==> src/hw/rtl/gtfw_pkg.sv <==
// Shared types, constants and the glyph table of the text framebuffer writer.
`timescale 1ns / 1ps

package gtfw_pkg;

   // Default panel geometry.
   localparam int PANEL_WIDTH_DEF  = 128;
   localparam int PANEL_HEIGHT_DEF = 64;

   // Glyph and cursor geometry.
   localparam int GLYPH_COLS = 5;
   localparam int GLYPH_STEP = 6;
   localparam int SPACE_STEP = 2;

   // Horizontal line span, first column and one past the last.
   localparam int LINE_FIRST = 10;
   localparam int LINE_END   = 115;

   // Character codes.
   localparam logic [7:0] CHAR_FIRST = 8'd65;
   localparam logic [7:0] CHAR_LAST  = 8'd91;
   localparam logic [7:0] CHAR_SPACE = 8'd32;

   // Byte value of a blank band.
   localparam logic [7:0] FILL_BYTE = 8'hFF;

   // Request codes.
   typedef enum logic [2:0] {
      REQ_SET_CURSOR = 3'd0,
      REQ_CHAR       = 3'd1,
      REQ_CLEAR      = 3'd2,
      REQ_READ       = 3'd3,
      REQ_LINE       = 3'd4
   } req_code_type;

   // One store access: the merge is applied to the byte it reads, in the cycle after it is issued.
   typedef struct packed {
      logic       write;
      logic [7:0] mask;
      logic [7:0] bits;
   } acc_type;

   // Glyph columns, bit r is row r, a set bit is a lit pixel.
   localparam logic [7:0] GLYPH_ROM [0:26][0:4] = '{
      '{8'h3F, 8'h48, 8'h48, 8'h48, 8'h3F},
      '{8'h36, 8'h49, 8'h49, 8'h49, 8'h7F},
      '{8'h41, 8'h41, 8'h41, 8'h41, 8'h3E},
      '{8'h1C, 8'h22, 8'h41, 8'h41, 8'h7F},
      '{8'h41, 8'h49, 8'h49, 8'h49, 8'h7F},
      '{8'h40, 8'h48, 8'h48, 8'h48, 8'h7F},
      '{8'h36, 8'h29, 8'h49, 8'h41, 8'h3E},
      '{8'h7F, 8'h08, 8'h08, 8'h08, 8'h7F},
      '{8'h00, 8'h41, 8'h7F, 8'h41, 8'h00},
      '{8'h40, 8'h7F, 8'h41, 8'h41, 8'h02},
      '{8'h41, 8'h22, 8'h14, 8'h08, 8'h7F},
      '{8'h01, 8'h01, 8'h01, 8'h01, 8'h7F},
      '{8'h7F, 8'h10, 8'h08, 8'h10, 8'h7F},
      '{8'h7F, 8'h08, 8'h10, 8'h10, 8'h7F},
      '{8'h3E, 8'h41, 8'h41, 8'h41, 8'h3E},
      '{8'h30, 8'h48, 8'h48, 8'h48, 8'h7F},
      '{8'h3D, 8'h45, 8'h41, 8'h41, 8'h3E},
      '{8'h33, 8'h4C, 8'h48, 8'h48, 8'h7F},
      '{8'h26, 8'h49, 8'h49, 8'h49, 8'h31},
      '{8'h40, 8'h40, 8'h7E, 8'h40, 8'h40},
      '{8'h7E, 8'h01, 8'h01, 8'h01, 8'h7E},
      '{8'h1F, 8'h20, 8'h40, 8'h20, 8'h1F},
      '{8'h7F, 8'h10, 8'h20, 8'h10, 8'h7F},
      '{8'hC6, 8'h28, 8'h10, 8'h28, 8'hC6},
      '{8'hC0, 8'h90, 8'h87, 8'h90, 8'hC0},
      '{8'hC3, 8'hA5, 8'h92, 8'hA5, 8'hC1},
      '{8'h7F, 8'h41, 8'h41, 8'h41, 8'h7F}
   };

endpackage

==> src/hw/rtl/gtfw_ifs.sv <==
// Request and response channel interfaces of the text framebuffer writer.
`timescale 1ns / 1ps

interface gtfw_req_if;
   logic       valid;
   logic       ready;
   logic [2:0] req_type;
   logic [6:0] pos_x;
   logic [5:0] pos_y;
   logic [7:0] char_code;
   logic [9:0] read_addr;

   modport source (output valid, req_type, pos_x, pos_y, char_code, read_addr,
                   input ready);
   modport sink (input valid, req_type, pos_x, pos_y, char_code, read_addr,
                 output ready);
endinterface

interface gtfw_rsp_if;
   logic       valid;
   logic       ready;
   logic [7:0] read_data;

   modport source (output valid, read_data, input ready);
   modport sink (input valid, read_data, output ready);
endinterface

==> src/hw/rtl/gtfw_seq.sv <==
// Request sequencer: cursor, access generation for glyphs, lines and clears, reads.
`timescale 1ns / 1ps

module gtfw_seq #(
   parameter int PANEL_WIDTH  = gtfw_pkg::PANEL_WIDTH_DEF,
   parameter int PANEL_HEIGHT = gtfw_pkg::PANEL_HEIGHT_DEF,
   localparam int STORE_BYTES = PANEL_WIDTH * ((PANEL_HEIGHT + 7) / 8),
   localparam int ADDR_W = (STORE_BYTES > 1) ? $clog2(STORE_BYTES) : 1
) (
   input  logic              clock,
   input  logic              reset,
   gtfw_req_if.sink          req_chan,
   gtfw_rsp_if.source        rsp_chan,
   input  logic [7:0]        rd_data,
   output gtfw_pkg::acc_type acc_out,
   output logic [ADDR_W-1:0] acc_addr
);

   typedef enum logic [5:0] {
      ST_IDLE     = 6'b000001,
      ST_CLEAR    = 6'b000010,
      ST_GLYPH    = 6'b000100,
      ST_LINE     = 6'b001000,
      ST_RD_ISSUE = 6'b010000,
      ST_RD_DATA  = 6'b100000
   } state_type;

   localparam logic [ADDR_W-1:0] LAST_ADDR  = ADDR_W'(STORE_BYTES - 1);
   localparam logic [ADDR_W-1:0] ADDR_ONE   = ADDR_W'(1);
   localparam logic [2:0]        LAST_COL   = 3'(gtfw_pkg::GLYPH_COLS - 1);
   localparam logic [6:0]        LINE_LAST  = 7'(gtfw_pkg::LINE_END - 1);
   localparam logic [6:0]        GLYPH_MOVE = 7'(gtfw_pkg::GLYPH_STEP);
   localparam logic [6:0]        SPACE_MOVE = 7'(gtfw_pkg::SPACE_STEP);

   state_type         state_ff, state_in;
   logic [ADDR_W-1:0] clr_cnt_ff, clr_cnt_in;
   logic [6:0]        col_ff, col_in;
   logic [5:0]        row_ff, row_in;
   logic [4:0]        glyph_ff, glyph_in;
   logic [2:0]        gk_ff, gk_in;
   logic              band_ff, band_in;
   logic [6:0]        line_x_ff, line_x_in;
   logic [5:0]        line_y_ff, line_y_in;
   logic [ADDR_W-1:0] rd_addr_ff, rd_addr_in;
   logic              rd_ok_ff, rd_ok_in;
   logic              rsp_valid_ff, rsp_valid_in;
   logic [7:0]        rsp_data_ff, rsp_data_in;

   logic              accept;
   logic              rsp_take;
   logic [7:0]        gcol;
   logic [15:0]       g_sh;
   logic [15:0]       m_sh;
   logic [3:0]        band_idx;
   logic [6:0]        band_row;
   logic [7:0]        row_ok;
   logic [8:0]        gx;
   logic              gx_ok;
   logic [7:0]        g_mask;
   logic [ADDR_W-1:0] g_addr;
   logic              lx_ok;
   logic              ly_ok;
   logic [ADDR_W-1:0] l_addr;

   assign accept   = req_chan.valid && req_chan.ready;
   assign rsp_take = rsp_valid_ff && rsp_chan.ready;

   assign req_chan.ready     = (state_ff == ST_IDLE);
   assign rsp_chan.valid     = rsp_valid_ff;
   assign rsp_chan.read_data = rsp_data_ff;

   // Glyph column placed at the cursor row offset across two byte bands.
   always_comb begin
      gcol     = gtfw_pkg::GLYPH_ROM[glyph_ff][gk_ff];
      g_sh     = {9'd0, gcol[6:0]} << row_ff[2:0];
      m_sh     = 16'h007F << row_ff[2:0];
      band_idx = {1'b0, row_ff[5:3]} + {3'd0, band_ff};
      band_row = {band_idx, 3'b000};
      for (int i = 0; i < 8; i++) begin
         row_ok[i] = ({1'b0, band_row} + 8'(i)) < 8'(PANEL_HEIGHT);
      end
      gx     = {2'd0, col_ff} + {6'd0, gk_ff};
      gx_ok  = gx < 9'(PANEL_WIDTH);
      g_mask = (band_ff ? m_sh[15:8] : m_sh[7:0]) & row_ok;
      g_addr = ADDR_W'(32'(gx) + 32'(band_idx) * 32'(PANEL_WIDTH));
   end

   // Line pixel at the current column.
   always_comb begin
      lx_ok  = {2'd0, line_x_ff} < 9'(PANEL_WIDTH);
      ly_ok  = {2'd0, line_y_ff} < 8'(PANEL_HEIGHT);
      l_addr = ADDR_W'(32'(line_x_ff) + 32'(line_y_ff[5:3]) * 32'(PANEL_WIDTH));
   end

   // Access issued to the store in each state.
   always_comb begin
      acc_out.write = 1'b0;
      acc_out.mask  = 8'd0;
      acc_out.bits  = 8'd0;
      acc_addr      = '0;
      unique case (state_ff) inside
         ST_CLEAR: begin
            acc_out.write = 1'b1;
            acc_out.mask  = gtfw_pkg::FILL_BYTE;
            acc_out.bits  = gtfw_pkg::FILL_BYTE;
            acc_addr      = clr_cnt_ff;
         end
         ST_GLYPH: begin
            acc_out.write = gx_ok && (g_mask != 8'd0);
            acc_out.mask  = g_mask;
            acc_out.bits  = ~(band_ff ? g_sh[15:8] : g_sh[7:0]);
            acc_addr      = g_addr;
         end
         ST_LINE: begin
            acc_out.write = lx_ok && ly_ok;
            acc_out.mask  = 8'd1 << line_y_ff[2:0];
            acc_out.bits  = 8'd0;
            acc_addr      = l_addr;
         end
         ST_RD_ISSUE, ST_RD_DATA: begin
            acc_addr = rd_addr_ff;
         end
         ST_IDLE: begin
            acc_addr = '0;
         end
         default: begin
            acc_addr = '0;
         end
      endcase
   end

   // Request decode and sequencing.
   always_comb begin
      state_in     = state_ff;
      clr_cnt_in   = clr_cnt_ff;
      col_in       = col_ff;
      row_in       = row_ff;
      glyph_in     = glyph_ff;
      gk_in        = gk_ff;
      band_in      = band_ff;
      line_x_in    = line_x_ff;
      line_y_in    = line_y_ff;
      rd_addr_in   = rd_addr_ff;
      rd_ok_in     = rd_ok_ff;
      rsp_valid_in = rsp_valid_ff && !rsp_take;
      rsp_data_in  = rsp_data_ff;

      unique case (state_ff)
         ST_IDLE: begin
            if (accept) begin
               unique case (req_chan.req_type)
                  gtfw_pkg::REQ_SET_CURSOR: begin
                     col_in = req_chan.pos_x;
                     row_in = req_chan.pos_y;
                  end
                  gtfw_pkg::REQ_CHAR: begin
                     if (req_chan.char_code >= gtfw_pkg::CHAR_FIRST &&
                         req_chan.char_code <= gtfw_pkg::CHAR_LAST) begin
                        glyph_in = 5'(req_chan.char_code - gtfw_pkg::CHAR_FIRST);
                        gk_in    = 3'd0;
                        band_in  = 1'b0;
                        state_in = ST_GLYPH;
                     end else if (req_chan.char_code == gtfw_pkg::CHAR_SPACE) begin
                        col_in = (col_ff > SPACE_MOVE) ? col_ff - SPACE_MOVE : 7'd0;
                     end
                  end
                  gtfw_pkg::REQ_CLEAR: begin
                     clr_cnt_in = '0;
                     state_in   = ST_CLEAR;
                  end
                  gtfw_pkg::REQ_READ: begin
                     rd_addr_in = ADDR_W'(req_chan.read_addr);
                     rd_ok_in   = 32'(req_chan.read_addr) < 32'(STORE_BYTES);
                     state_in   = ST_RD_ISSUE;
                  end
                  gtfw_pkg::REQ_LINE: begin
                     line_x_in = 7'(gtfw_pkg::LINE_FIRST);
                     line_y_in = req_chan.pos_y;
                     state_in  = ST_LINE;
                  end
                  default: begin
                     state_in = ST_IDLE;
                  end
               endcase
            end
         end
         ST_CLEAR: begin
            clr_cnt_in = clr_cnt_ff + ADDR_ONE;
            if (clr_cnt_ff == LAST_ADDR) begin
               state_in = ST_IDLE;
            end
         end
         ST_GLYPH: begin
            // Two bands per column, then the next column; the cursor moves at the end.
            band_in = ~band_ff;
            if (band_ff) begin
               gk_in = gk_ff + 3'd1;
               if (gk_ff == LAST_COL) begin
                  col_in   = (col_ff > GLYPH_MOVE) ? col_ff - GLYPH_MOVE : 7'd0;
                  state_in = ST_IDLE;
               end
            end
         end
         ST_LINE: begin
            line_x_in = line_x_ff + 7'd1;
            if (line_x_ff == LINE_LAST) begin
               state_in = ST_IDLE;
            end
         end
         ST_RD_ISSUE: begin
            state_in = ST_RD_DATA;
         end
         ST_RD_DATA: begin
            // The read address is held, so the RAM output stays valid while stalled.
            if (!rsp_valid_ff || rsp_take) begin
               rsp_valid_in = 1'b1;
               rsp_data_in  = rd_ok_ff ? rd_data : 8'd0;
               state_in     = ST_IDLE;
            end
         end
         default: begin
            state_in = ST_IDLE;
         end
      endcase
   end

   // Control state; after reset the store is swept to blank.
   always_ff @(posedge clock) begin
      if (reset) begin
         state_ff     <= ST_CLEAR;
         clr_cnt_ff   <= '0;
         col_ff       <= 7'd0;
         row_ff       <= 6'd0;
         rsp_valid_ff <= 1'b0;
      end else begin
         state_ff     <= state_in;
         clr_cnt_ff   <= clr_cnt_in;
         col_ff       <= col_in;
         row_ff       <= row_in;
         rsp_valid_ff <= rsp_valid_in;
      end
   end

   // Item payload.
   always_ff @(posedge clock) begin
      glyph_ff    <= glyph_in;
      gk_ff       <= gk_in;
      band_ff     <= band_in;
      line_x_ff   <= line_x_in;
      line_y_ff   <= line_y_in;
      rd_addr_ff  <= rd_addr_in;
      rd_ok_ff    <= rd_ok_in;
      rsp_data_ff <= rsp_data_in;
   end

endmodule

==> src/flat_wrapper.sv <==
// flat-port wrapper written by rule: the top's interface ports become plain ports
module gtfw_seq_flat 
#(
   parameter int PANEL_WIDTH  = gtfw_pkg::PANEL_WIDTH_DEF,
   parameter int PANEL_HEIGHT = gtfw_pkg::PANEL_HEIGHT_DEF,
   localparam int STORE_BYTES = PANEL_WIDTH * ((PANEL_HEIGHT + 7) / 8),
   localparam int ADDR_W = (STORE_BYTES > 1) ? $clog2(STORE_BYTES) : 1
)
  (clock, reset, rd_data, acc_out, acc_addr, req_chan_valid, req_chan_req_type, req_chan_pos_x, req_chan_pos_y, req_chan_char_code, req_chan_read_addr, req_chan_ready, rsp_chan_valid, rsp_chan_read_data, rsp_chan_ready);
  gtfw_req_if req_chan_i ();
  gtfw_rsp_if rsp_chan_i ();
  input  logic clock;
  input  logic reset;
  input  logic [7:0] rd_data;
  output gtfw_pkg::acc_type acc_out;
  output logic [ADDR_W-1:0] acc_addr;
  input wire logic [$bits(req_chan_i.valid)-1:0] req_chan_valid;
  input wire logic [$bits(req_chan_i.req_type)-1:0] req_chan_req_type;
  input wire logic [$bits(req_chan_i.pos_x)-1:0] req_chan_pos_x;
  input wire logic [$bits(req_chan_i.pos_y)-1:0] req_chan_pos_y;
  input wire logic [$bits(req_chan_i.char_code)-1:0] req_chan_char_code;
  input wire logic [$bits(req_chan_i.read_addr)-1:0] req_chan_read_addr;
  output wire logic [$bits(req_chan_i.ready)-1:0] req_chan_ready;
  output wire logic [$bits(rsp_chan_i.valid)-1:0] rsp_chan_valid;
  output wire logic [$bits(rsp_chan_i.read_data)-1:0] rsp_chan_read_data;
  input wire logic [$bits(rsp_chan_i.ready)-1:0] rsp_chan_ready;
  assign req_chan_i.valid = req_chan_valid;
  assign req_chan_i.req_type = req_chan_req_type;
  assign req_chan_i.pos_x = req_chan_pos_x;
  assign req_chan_i.pos_y = req_chan_pos_y;
  assign req_chan_i.char_code = req_chan_char_code;
  assign req_chan_i.read_addr = req_chan_read_addr;
  assign req_chan_ready = req_chan_i.ready;
  assign rsp_chan_valid = rsp_chan_i.valid;
  assign rsp_chan_read_data = rsp_chan_i.read_data;
  assign rsp_chan_i.ready = rsp_chan_ready;
  gtfw_seq #(.PANEL_WIDTH(PANEL_WIDTH), .PANEL_HEIGHT(PANEL_HEIGHT)) u_core (.clock(clock), .reset(reset), .req_chan(req_chan_i), .rsp_chan(rsp_chan_i), .rd_data(rd_data), .acc_out(acc_out), .acc_addr(acc_addr));
endmodule
==> config.mk <==
export PLATFORM = sky130hd
export DESIGN_NAME = gtfw_seq_flat
export DESIGN_NICKNAME = d
export VERILOG_FILES = /design/src/hw/rtl/gtfw_pkg.sv /design/src/hw/rtl/gtfw_ifs.sv /design/src/hw/rtl/gtfw_seq.sv /design/src/flat_wrapper.sv
export SDC_FILE = /design/constraint.sdc
export NUM_CORES = 1
export LEC_CHECK = 0
export BUFFER_PORTS_ARGS = -buffer_cell sky130_fd_sc_hd__buf_2
export CAP_MARGIN = 10
export CORE_ASPECT_RATIO = 1.25
export CORE_UTILIZATION = 40
export CTS_BUF_LIST = sky130_fd_sc_hd__clkbuf_4 sky130_fd_sc_hd__clkbuf_8
export DETAILED_ROUTE_END_ITERATION = 10
export PLACE_DENSITY_LB_ADDON = 0.25
export SLEW_MARGIN = 15
export SYNTH_ARGS = -nofsm -noshare
export SYNTH_HDL_FRONTEND = slang
export SYNTH_SLANG_ARGS = --single-unit
==> constraint.sdc <==
create_clock -name clock -period 7.4 [get_ports clock]
set_clock_uncertainty 0.2 [all_clocks]
set_input_delay 0.74 -clock clock [delete_from_list [all_inputs] [get_ports clock]]
set_output_delay 0.74 -clock clock [all_outputs]
set_load 0.03 [all_outputs]
==> results.yml, run 1 <==
outcome:
  status: "finished, final reports clean"
route:
  wl_per_cell_um: 19.3
  ant_nets: 0
  drc: 0
  drt_iter0_markers: 626
  dr.pass1.iters: 5
  wirelength_um: 17700
  dr_total_vias: 5683
  avgViaCountPerCell: 6.20
sta:
  relSlewSlack_pct: 34.7
  worst_pin_slew_ns: 0.980
  fmax_ghz: 0.197
  finalCritPeriodShare_pct: 68.6
  setup_viol: 0
  whs_ns: 0.307
  setup_ws_ns: 2.33
  post-route-min-period_ns: 5.07
  maxSlewViolCount: 0
  finalSetupTns_ns: 0
  rsz0062_at_grt: "false"
  hold_viol: 0
critical_path:
  critical_path_class: "flop to output pin"
  reg2reg_slack_ns: 3.91
  cpMaxStageDelayCell: "edfxtp_1"
  path_depth: 9
  rr_worst_depth: 7
  path_cells: "inv_1, ha_1, mux4_2, o21ai_0, o211ai_1, a2111oi_2, nor3_1, o41ai_1, buf_2"
  end_kind: "output pin"
  startpoint_type: "flop"
  critical-path-top-delay-family: "compound AO/OA/AOI/OAI gates"
  path_buf_inv: 2
  required_ns: 6.46
  worstPathArrival_ns: 4.13
  max_stage_delay_ns: 0.83
  crit_start: "u_core.glyph_ff[1]$_DFFE_PP_"
  path_max_fanout: 17
  worstReg2RegEnd: "u_core.col_ff[4]$_SDFFE_PP0P_"
  worstSetupEndpoint: "acc_out[2]"
  r2r-start: "u_core.state_ff[3]$_SDFFE_PP0P_"
synthesis:
  synth_cells: 688
  synthArstFlopShare_pct: 0
  netlist_top_cells_area: "edfxtp_1, dfxtp_1, ha_1, nor2_1, nand2_1"
  seq_area_frac_synth_pct: 31.2
  yosys.cell_types.count: 83
  yosysMostFrequentCell: "nor2_1"
  mappedNetlistArea_sq_mm: 0.00578
  synth_warnings: 0
  ys.flop_type: "edfxtp_1"
  synth_top_cells_by_count: "nor2_1, nand2_1, edfxtp_1, o21ai_0, a21oi_1"
  avgSynthCellArea_sq_um: 8.39
  synth_edf_count: 40
  syn_nets: 763
  yosys.area.top_type: "edfxtp_1"
  synth_top_area_share_pct: 20.8
  ys_ff_latch: 70
global_route:
  grt_max_degree: 41
  gr-usage-all-layers_pct: 24.4
  grt_overflow: 0
  antenna_found_initial: 0
  grt_pass1_vias: 5402
  grt_pass1_wl_um: 27900
clock_tree:
  clkLatencyLatePin_ns: 0.36
  root_buffer: "clkbuf_8"
  cts_sinks: 70
  clockBufferDepth: 2
  clk_pin_slew_ns: 0.07
  cts-resized-gates: 0
  numCtsBuffers: 9
  cts_setup_buffers: 0
  cts_max_level: 3
  holdBufCountCts: 0
  cts_tree: "done"
floorplan:
  start_util_pct: 41.5
  die_w_um: 109
  die_h_um: 136
  dieArea_sq_mm: 0.0149
  ios: 83
  fp-row-count: 48
  core_sq_mm: 0.0139
cells_and_area:
  final.fill_count: 1379
  antenna_cells: 0
  drive_above_1_share_pct: 17.8
  final_core_util_pct: 46.2
  final_area_sq_mm: 0.00643
  finalNetCount: 811
  seq_area_sq_mm: 0.00180
  area_growth_pct: 11.4
  multiInputGateArea_sq_mm: 0.00367
  fin_cells: 916
pwr:
  p_leak_nw: 2.43
  irDropWorstVdd_mv: 0.133
  finalPower_uw: 939
  pwr_density_cell_mw_per_mm2: 146
placed_design:
  postPlaceCellArea_sq_mm: 0.00623
  dp_hpwl_um: 12800
  gp_congestion: 0.940
  dpl.cell_count: 900
  place_ws_ns: 2.84
  port_buffers: 82
min_path:
  min_path_type: "flop to flop"
run:
  drv_cap: 0
-- worst reg2reg max path, delay by kind of cell, from the launching register on --
family | cells | cell delay (ns)
compound gates | 3 | 1.26
flops | 1 | 0.36
simple gates | 4 | 1.54
-- kinds of logic (layout without fill, tap and decap cells) --
family,count (synthesis),in the layout,synth area share (%)
flip-flops,70,70,31.2
multiplexers,20,20,4.05
buffers and inverters,74,127,5.46
AO/OA/AOI/OAI,203,203,25.2
XOR/XNOR,25,25,3.79
AND/OR/NAND/NOR,267,267,23.9
adder cells (fa/ha/maj),29,29,6.41
-- placed cells by master (no fill, tap or decap), types with 6 or more instances in the layout --
cell	synthesis	final
nor2b_1	16	16
a221oi_1	10	10
o2111ai_1	6	6
nor3_1	9	9
a21oi_1	39	39
a22oi_1	8	8
nand3b_1	8	8
a211oi_1	10	10
nor3b_1	11	10
nand2b_1	15	15
a222oi_1	9	9
nand3_1	19	19
inv_1	22	22
clkbuf_8	0	10
o41ai_1	9	9
dfxtp_1	30	30
ha_1	28	28
edfxtp_1	40	40
buf_2	14	82
nor2_1	77	77
o21ai_0	40	40
xnor2_1	12	12
mux2i_1	14	14
and2_1	7	7
o211ai_1	8	8
o31ai_1	6	6
nor4_1	7	7
or2_2	6	6
nand2_1	65	65
xor2_1	13	13
-- sequential cells by signal, summed over array words and instances (netlist names), 3 cells and up --
register and cells:
u_core.clr_cnt_ff 10, u_core.line_y_ff 6, u_core.row_ff 6, u_core.state_ff 6, u_core.col_ff 7, u_core.gk_ff 3
u_core.rsp_chan.read_data 8, u_core.line_x_ff 7, u_core.rd_addr_ff 10, u_core.glyph_ff 5
-- layer usage --
metal  wire [um]  part of all wire (%)  global-route usage [%]  vias up
met5           0                     0                       0        -
met4         668                   3.8                    13.0        0
met3        1080                   6.1                    3.93       54
met2        8960                    51                    41.4      265
met1        6950                    39                    29.1     2680
li1            -                     -                       -     2684
-- power by group --
group	switching (mW)	total [mW]	internal, mW
clock network	0.142	0.319	0.177
logic	0.127	0.190	0.0633
registers	0.0131	0.430	0.417
-- worst min-delay path by stage --
| stage | from | endpoint | depth (start not counted) |
|---|---|---|---|
| global route | u_core.clr_cnt_ff[5]$_SDFFE_PP0P_ | u_core.clr_cnt_ff[5]$_SDFFE_PP0P_ | 2 |
| detailed placement | u_core.clr_cnt_ff[5]$_SDFFE_PP0P_ | u_core.clr_cnt_ff[5]$_SDFFE_PP0P_ | 2 |
| CTS | u_core.clr_cnt_ff[5]$_SDFFE_PP0P_ | u_core.clr_cnt_ff[5]$_SDFFE_PP0P_ | 2 |
| floorplan | u_core.row_ff[3]$_SDFFE_PP0P_ | u_core.row_ff[3]$_SDFFE_PP0P_ | 2 |
| finish | u_core.clr_cnt_ff[5]$_SDFFE_PP0P_ | u_core.clr_cnt_ff[5]$_SDFFE_PP0P_ | 2 |
| global placement | u_core.clr_cnt_ff[5]$_SDFFE_PP0P_ | u_core.clr_cnt_ff[5]$_SDFFE_PP0P_ | 2 |
-- cell type report --
cell class | instances | area share [%]
Clock buffer | 13 | 2.49
Multi-Input combinational cell | 544 | 57.0
Sequential cell | 70 | 28.0
Clock inverter | 3 | 0.719
Tap cell | 175 | 3.40
Timing Repair Buffer | 87 | 6.96
Inverter | 24 | 1.40
(Power assumes the default switching activity.)
==> run 2, diff against run 1 <==
clock period = 4.8 ns   (was 7.4 ns; I/O delays follow)
==> run 2 against run 1 <==
  * Flip-flop and latch count unchanged
  * Largest power group unchanged
  * Power up 54%
  * Utilization up 0.44 points
  * First-iteration DRC count down 36%
  * Combinational power up 55%
  * Global-route usage up 0.25 points
  * Count of clock-buffer cells in the layout down 3
  * Sequential share of layout area down 0.26 points
==> results.yml, run 2 (synthesis gave the netlist of run 1 again) <==
floorplan:
  die_w_um: 109
  start_util_pct: 41.5
  ios: 83
  die_h_um: 136
  dieArea_sq_mm: 0.0149
  fp-row-count: 48
  core_sq_mm: 0.0139
sta:
  setup_viol: 0
  finalSetupTns_ns: 0
  finalCritPeriodShare_pct: 93.5
  worst_pin_slew_ns: 0.887
  rsz0062_at_grt: "false"
  post-route-min-period_ns: 4.49
  fmax_ghz: 0.223
  maxSlewViolCount: 0
  relSlewSlack_pct: 40.8
  hold_viol: 0
  setup_ws_ns: 0.312
critical_path:
  required_ns: 4.12
  critical_path_class: "flop to output pin"
  r2r-start: "u_core.state_ff[2]$_SDFFE_PP0P_"
  rr_worst_depth: 7
  path_max_fanout: 12
  worstPathArrival_ns: 3.81
  startpoint_type: "flop"
  worstReg2RegEnd: "u_core.col_ff[4]$_SDFFE_PP0P_"
  reg2reg_slack_ns: 1.37
  end_kind: "output pin"
min_path:
  min_from: "rd_data[4]"
  holdPathEnd: "u_core.rsp_chan.read_data[4]$_DFFE_PP_"
  whs_path_depth: 1
  min_path_type: "input port to flop"
global_route:
  grt_pass1_vias: 5592
  gr-usage-all-layers_pct: 24.6
  grt_overflow: 0
  grt_max_degree: 40
  grt_pass1_wl_um: 28500
  antenna_found_initial: 0
route:
  ant_nets: 0
  dr.pass1.iters: 7
  wirelength_um: 17600
  drc: 0
  wl_per_cell_um: 19.0
  avgViaCountPerCell: 6.15
  dr_total_vias: 5691
  drt_iter0_markers: 399
cells_and_area:
  area_growth_pct: 12.5
  final.fill_count: 1385
  drive_above_1_share_pct: 18.8
  final_common_cell: "buf_2"
  antenna_cells: 0
  finalNetCount: 820
  mostFrequentLayoutCells: "buf_2, nor2_1, nand2_1"
placed_design:
  port_buffers: 82
  dp_hpwl_um: 13100
  gp_congestion: 0.932
  place_ws_ns: 0.769
clock_tree:
  holdBufCountCts: 0
  cts_max_level: 3
  cts_tree: "done"
  cts_setup_buffers: 0
  clk_pin_slew_ns: 0.08
  numCtsBuffers: 9
  root_buffer: "clkbuf_8"
  cts-resized-gates: 0
  clockBufferDepth: 2
  cts_sinks: 70
  clkLatencyLatePin_ns: 0.35
run:
  drv_cap: 0
pwr:
  p_leak_nw: 2.47
  pwr_density_cell_mw_per_mm2: 223
  irDropWorstVdd_mv: 0.241
outcome:
  status: "finished, final reports clean"
[run 2: changes by cell type in the layout (fill, tap and decap cells not counted), sizes merged]
cell	before	now
buf	87	96
inv	23	25
clkbuf	13	10
clkinv	2	3
[run 2: cell type report]
class	count	area, sq um	area share, %
clock buffer	10	138	2.12
clock inverter	6	68.8	1.06
inverter	24	90.1	1.39
multi-input combinational	544	3660	56.4
sequential	70	1800	27.7
tap	175	219	3.37
timing repair buffer	96	515	7.94
[run 2: how the worst max path moves through the flow]
stage                            startpoint    endpoint  cells past startpoint
2_1_floorplan  u_core.glyph_ff[0]$_DFFE_PP_  acc_out[2]                     10
4_1_cts        u_core.glyph_ff[0]$_DFFE_PP_  acc_out[1]                     11
6_report       u_core.glyph_ff[0]$_DFFE_PP_  acc_out[1]                     11
5_1_grt        u_core.glyph_ff[0]$_DFFE_PP_  acc_out[1]                     11
3_5_place_dp   u_core.glyph_ff[0]$_DFFE_PP_  acc_out[1]                     11
3_3_place_gp   u_core.glyph_ff[1]$_DFFE_PP_  acc_out[0]                     11
[run 2: per-layer routing]
layer  GRT usage [%]  share of wire, %  up-vias  routed length, um
met2            42.3                50      209               8860
met3            2.78               4.5       43                788
met4            15.8               5.2        0                916
li1                -                 -     2702                  -
met5               0                 0        -                  0
met1            28.7                40     2737               6990
[run 2: critical path: stages (launching register included)]
cell       delay, ns
edfxtp_1        0.62
inv_1           0.23
ha_1            0.48
a211o_1         0.33
o22a_1          0.19
o2111ai_1       0.26
nand4_1         0.21
a22oi_1         0.32
mux2i_1         0.15
nor2b_1         0.17
o31ai_1         0.26
buf_2           0.24
[run 2: through the flow]
step / utilization, % / area (sq um) / hold slack [ns] / power (mW) / cells
finish: 46.6 / 6500 / 0.105 / 1.45 / 925
CTS: 46.6 / 6500 / 0.0822 / 1.46 / 925
global placement: 45.1 / 6290 / 0.282 / 0.968 / 909
floorplan: - / 5780 / 0.268 / 0.878 / 688
global route: 46.6 / 6500 / 0.0853 / 1.51 / 925
detailed placement: 45.1 / 6290 / 0.307 / 0.971 / 909
[run 2: report_power, final]
group	internal, mW	leakage (nW)	switching (mW)
sequential	0.642	0.591	0.0191
combinational	0.0986	1.77	0.196
clock	0.258	0.103	0.233
total	0.998	2.47	0.449
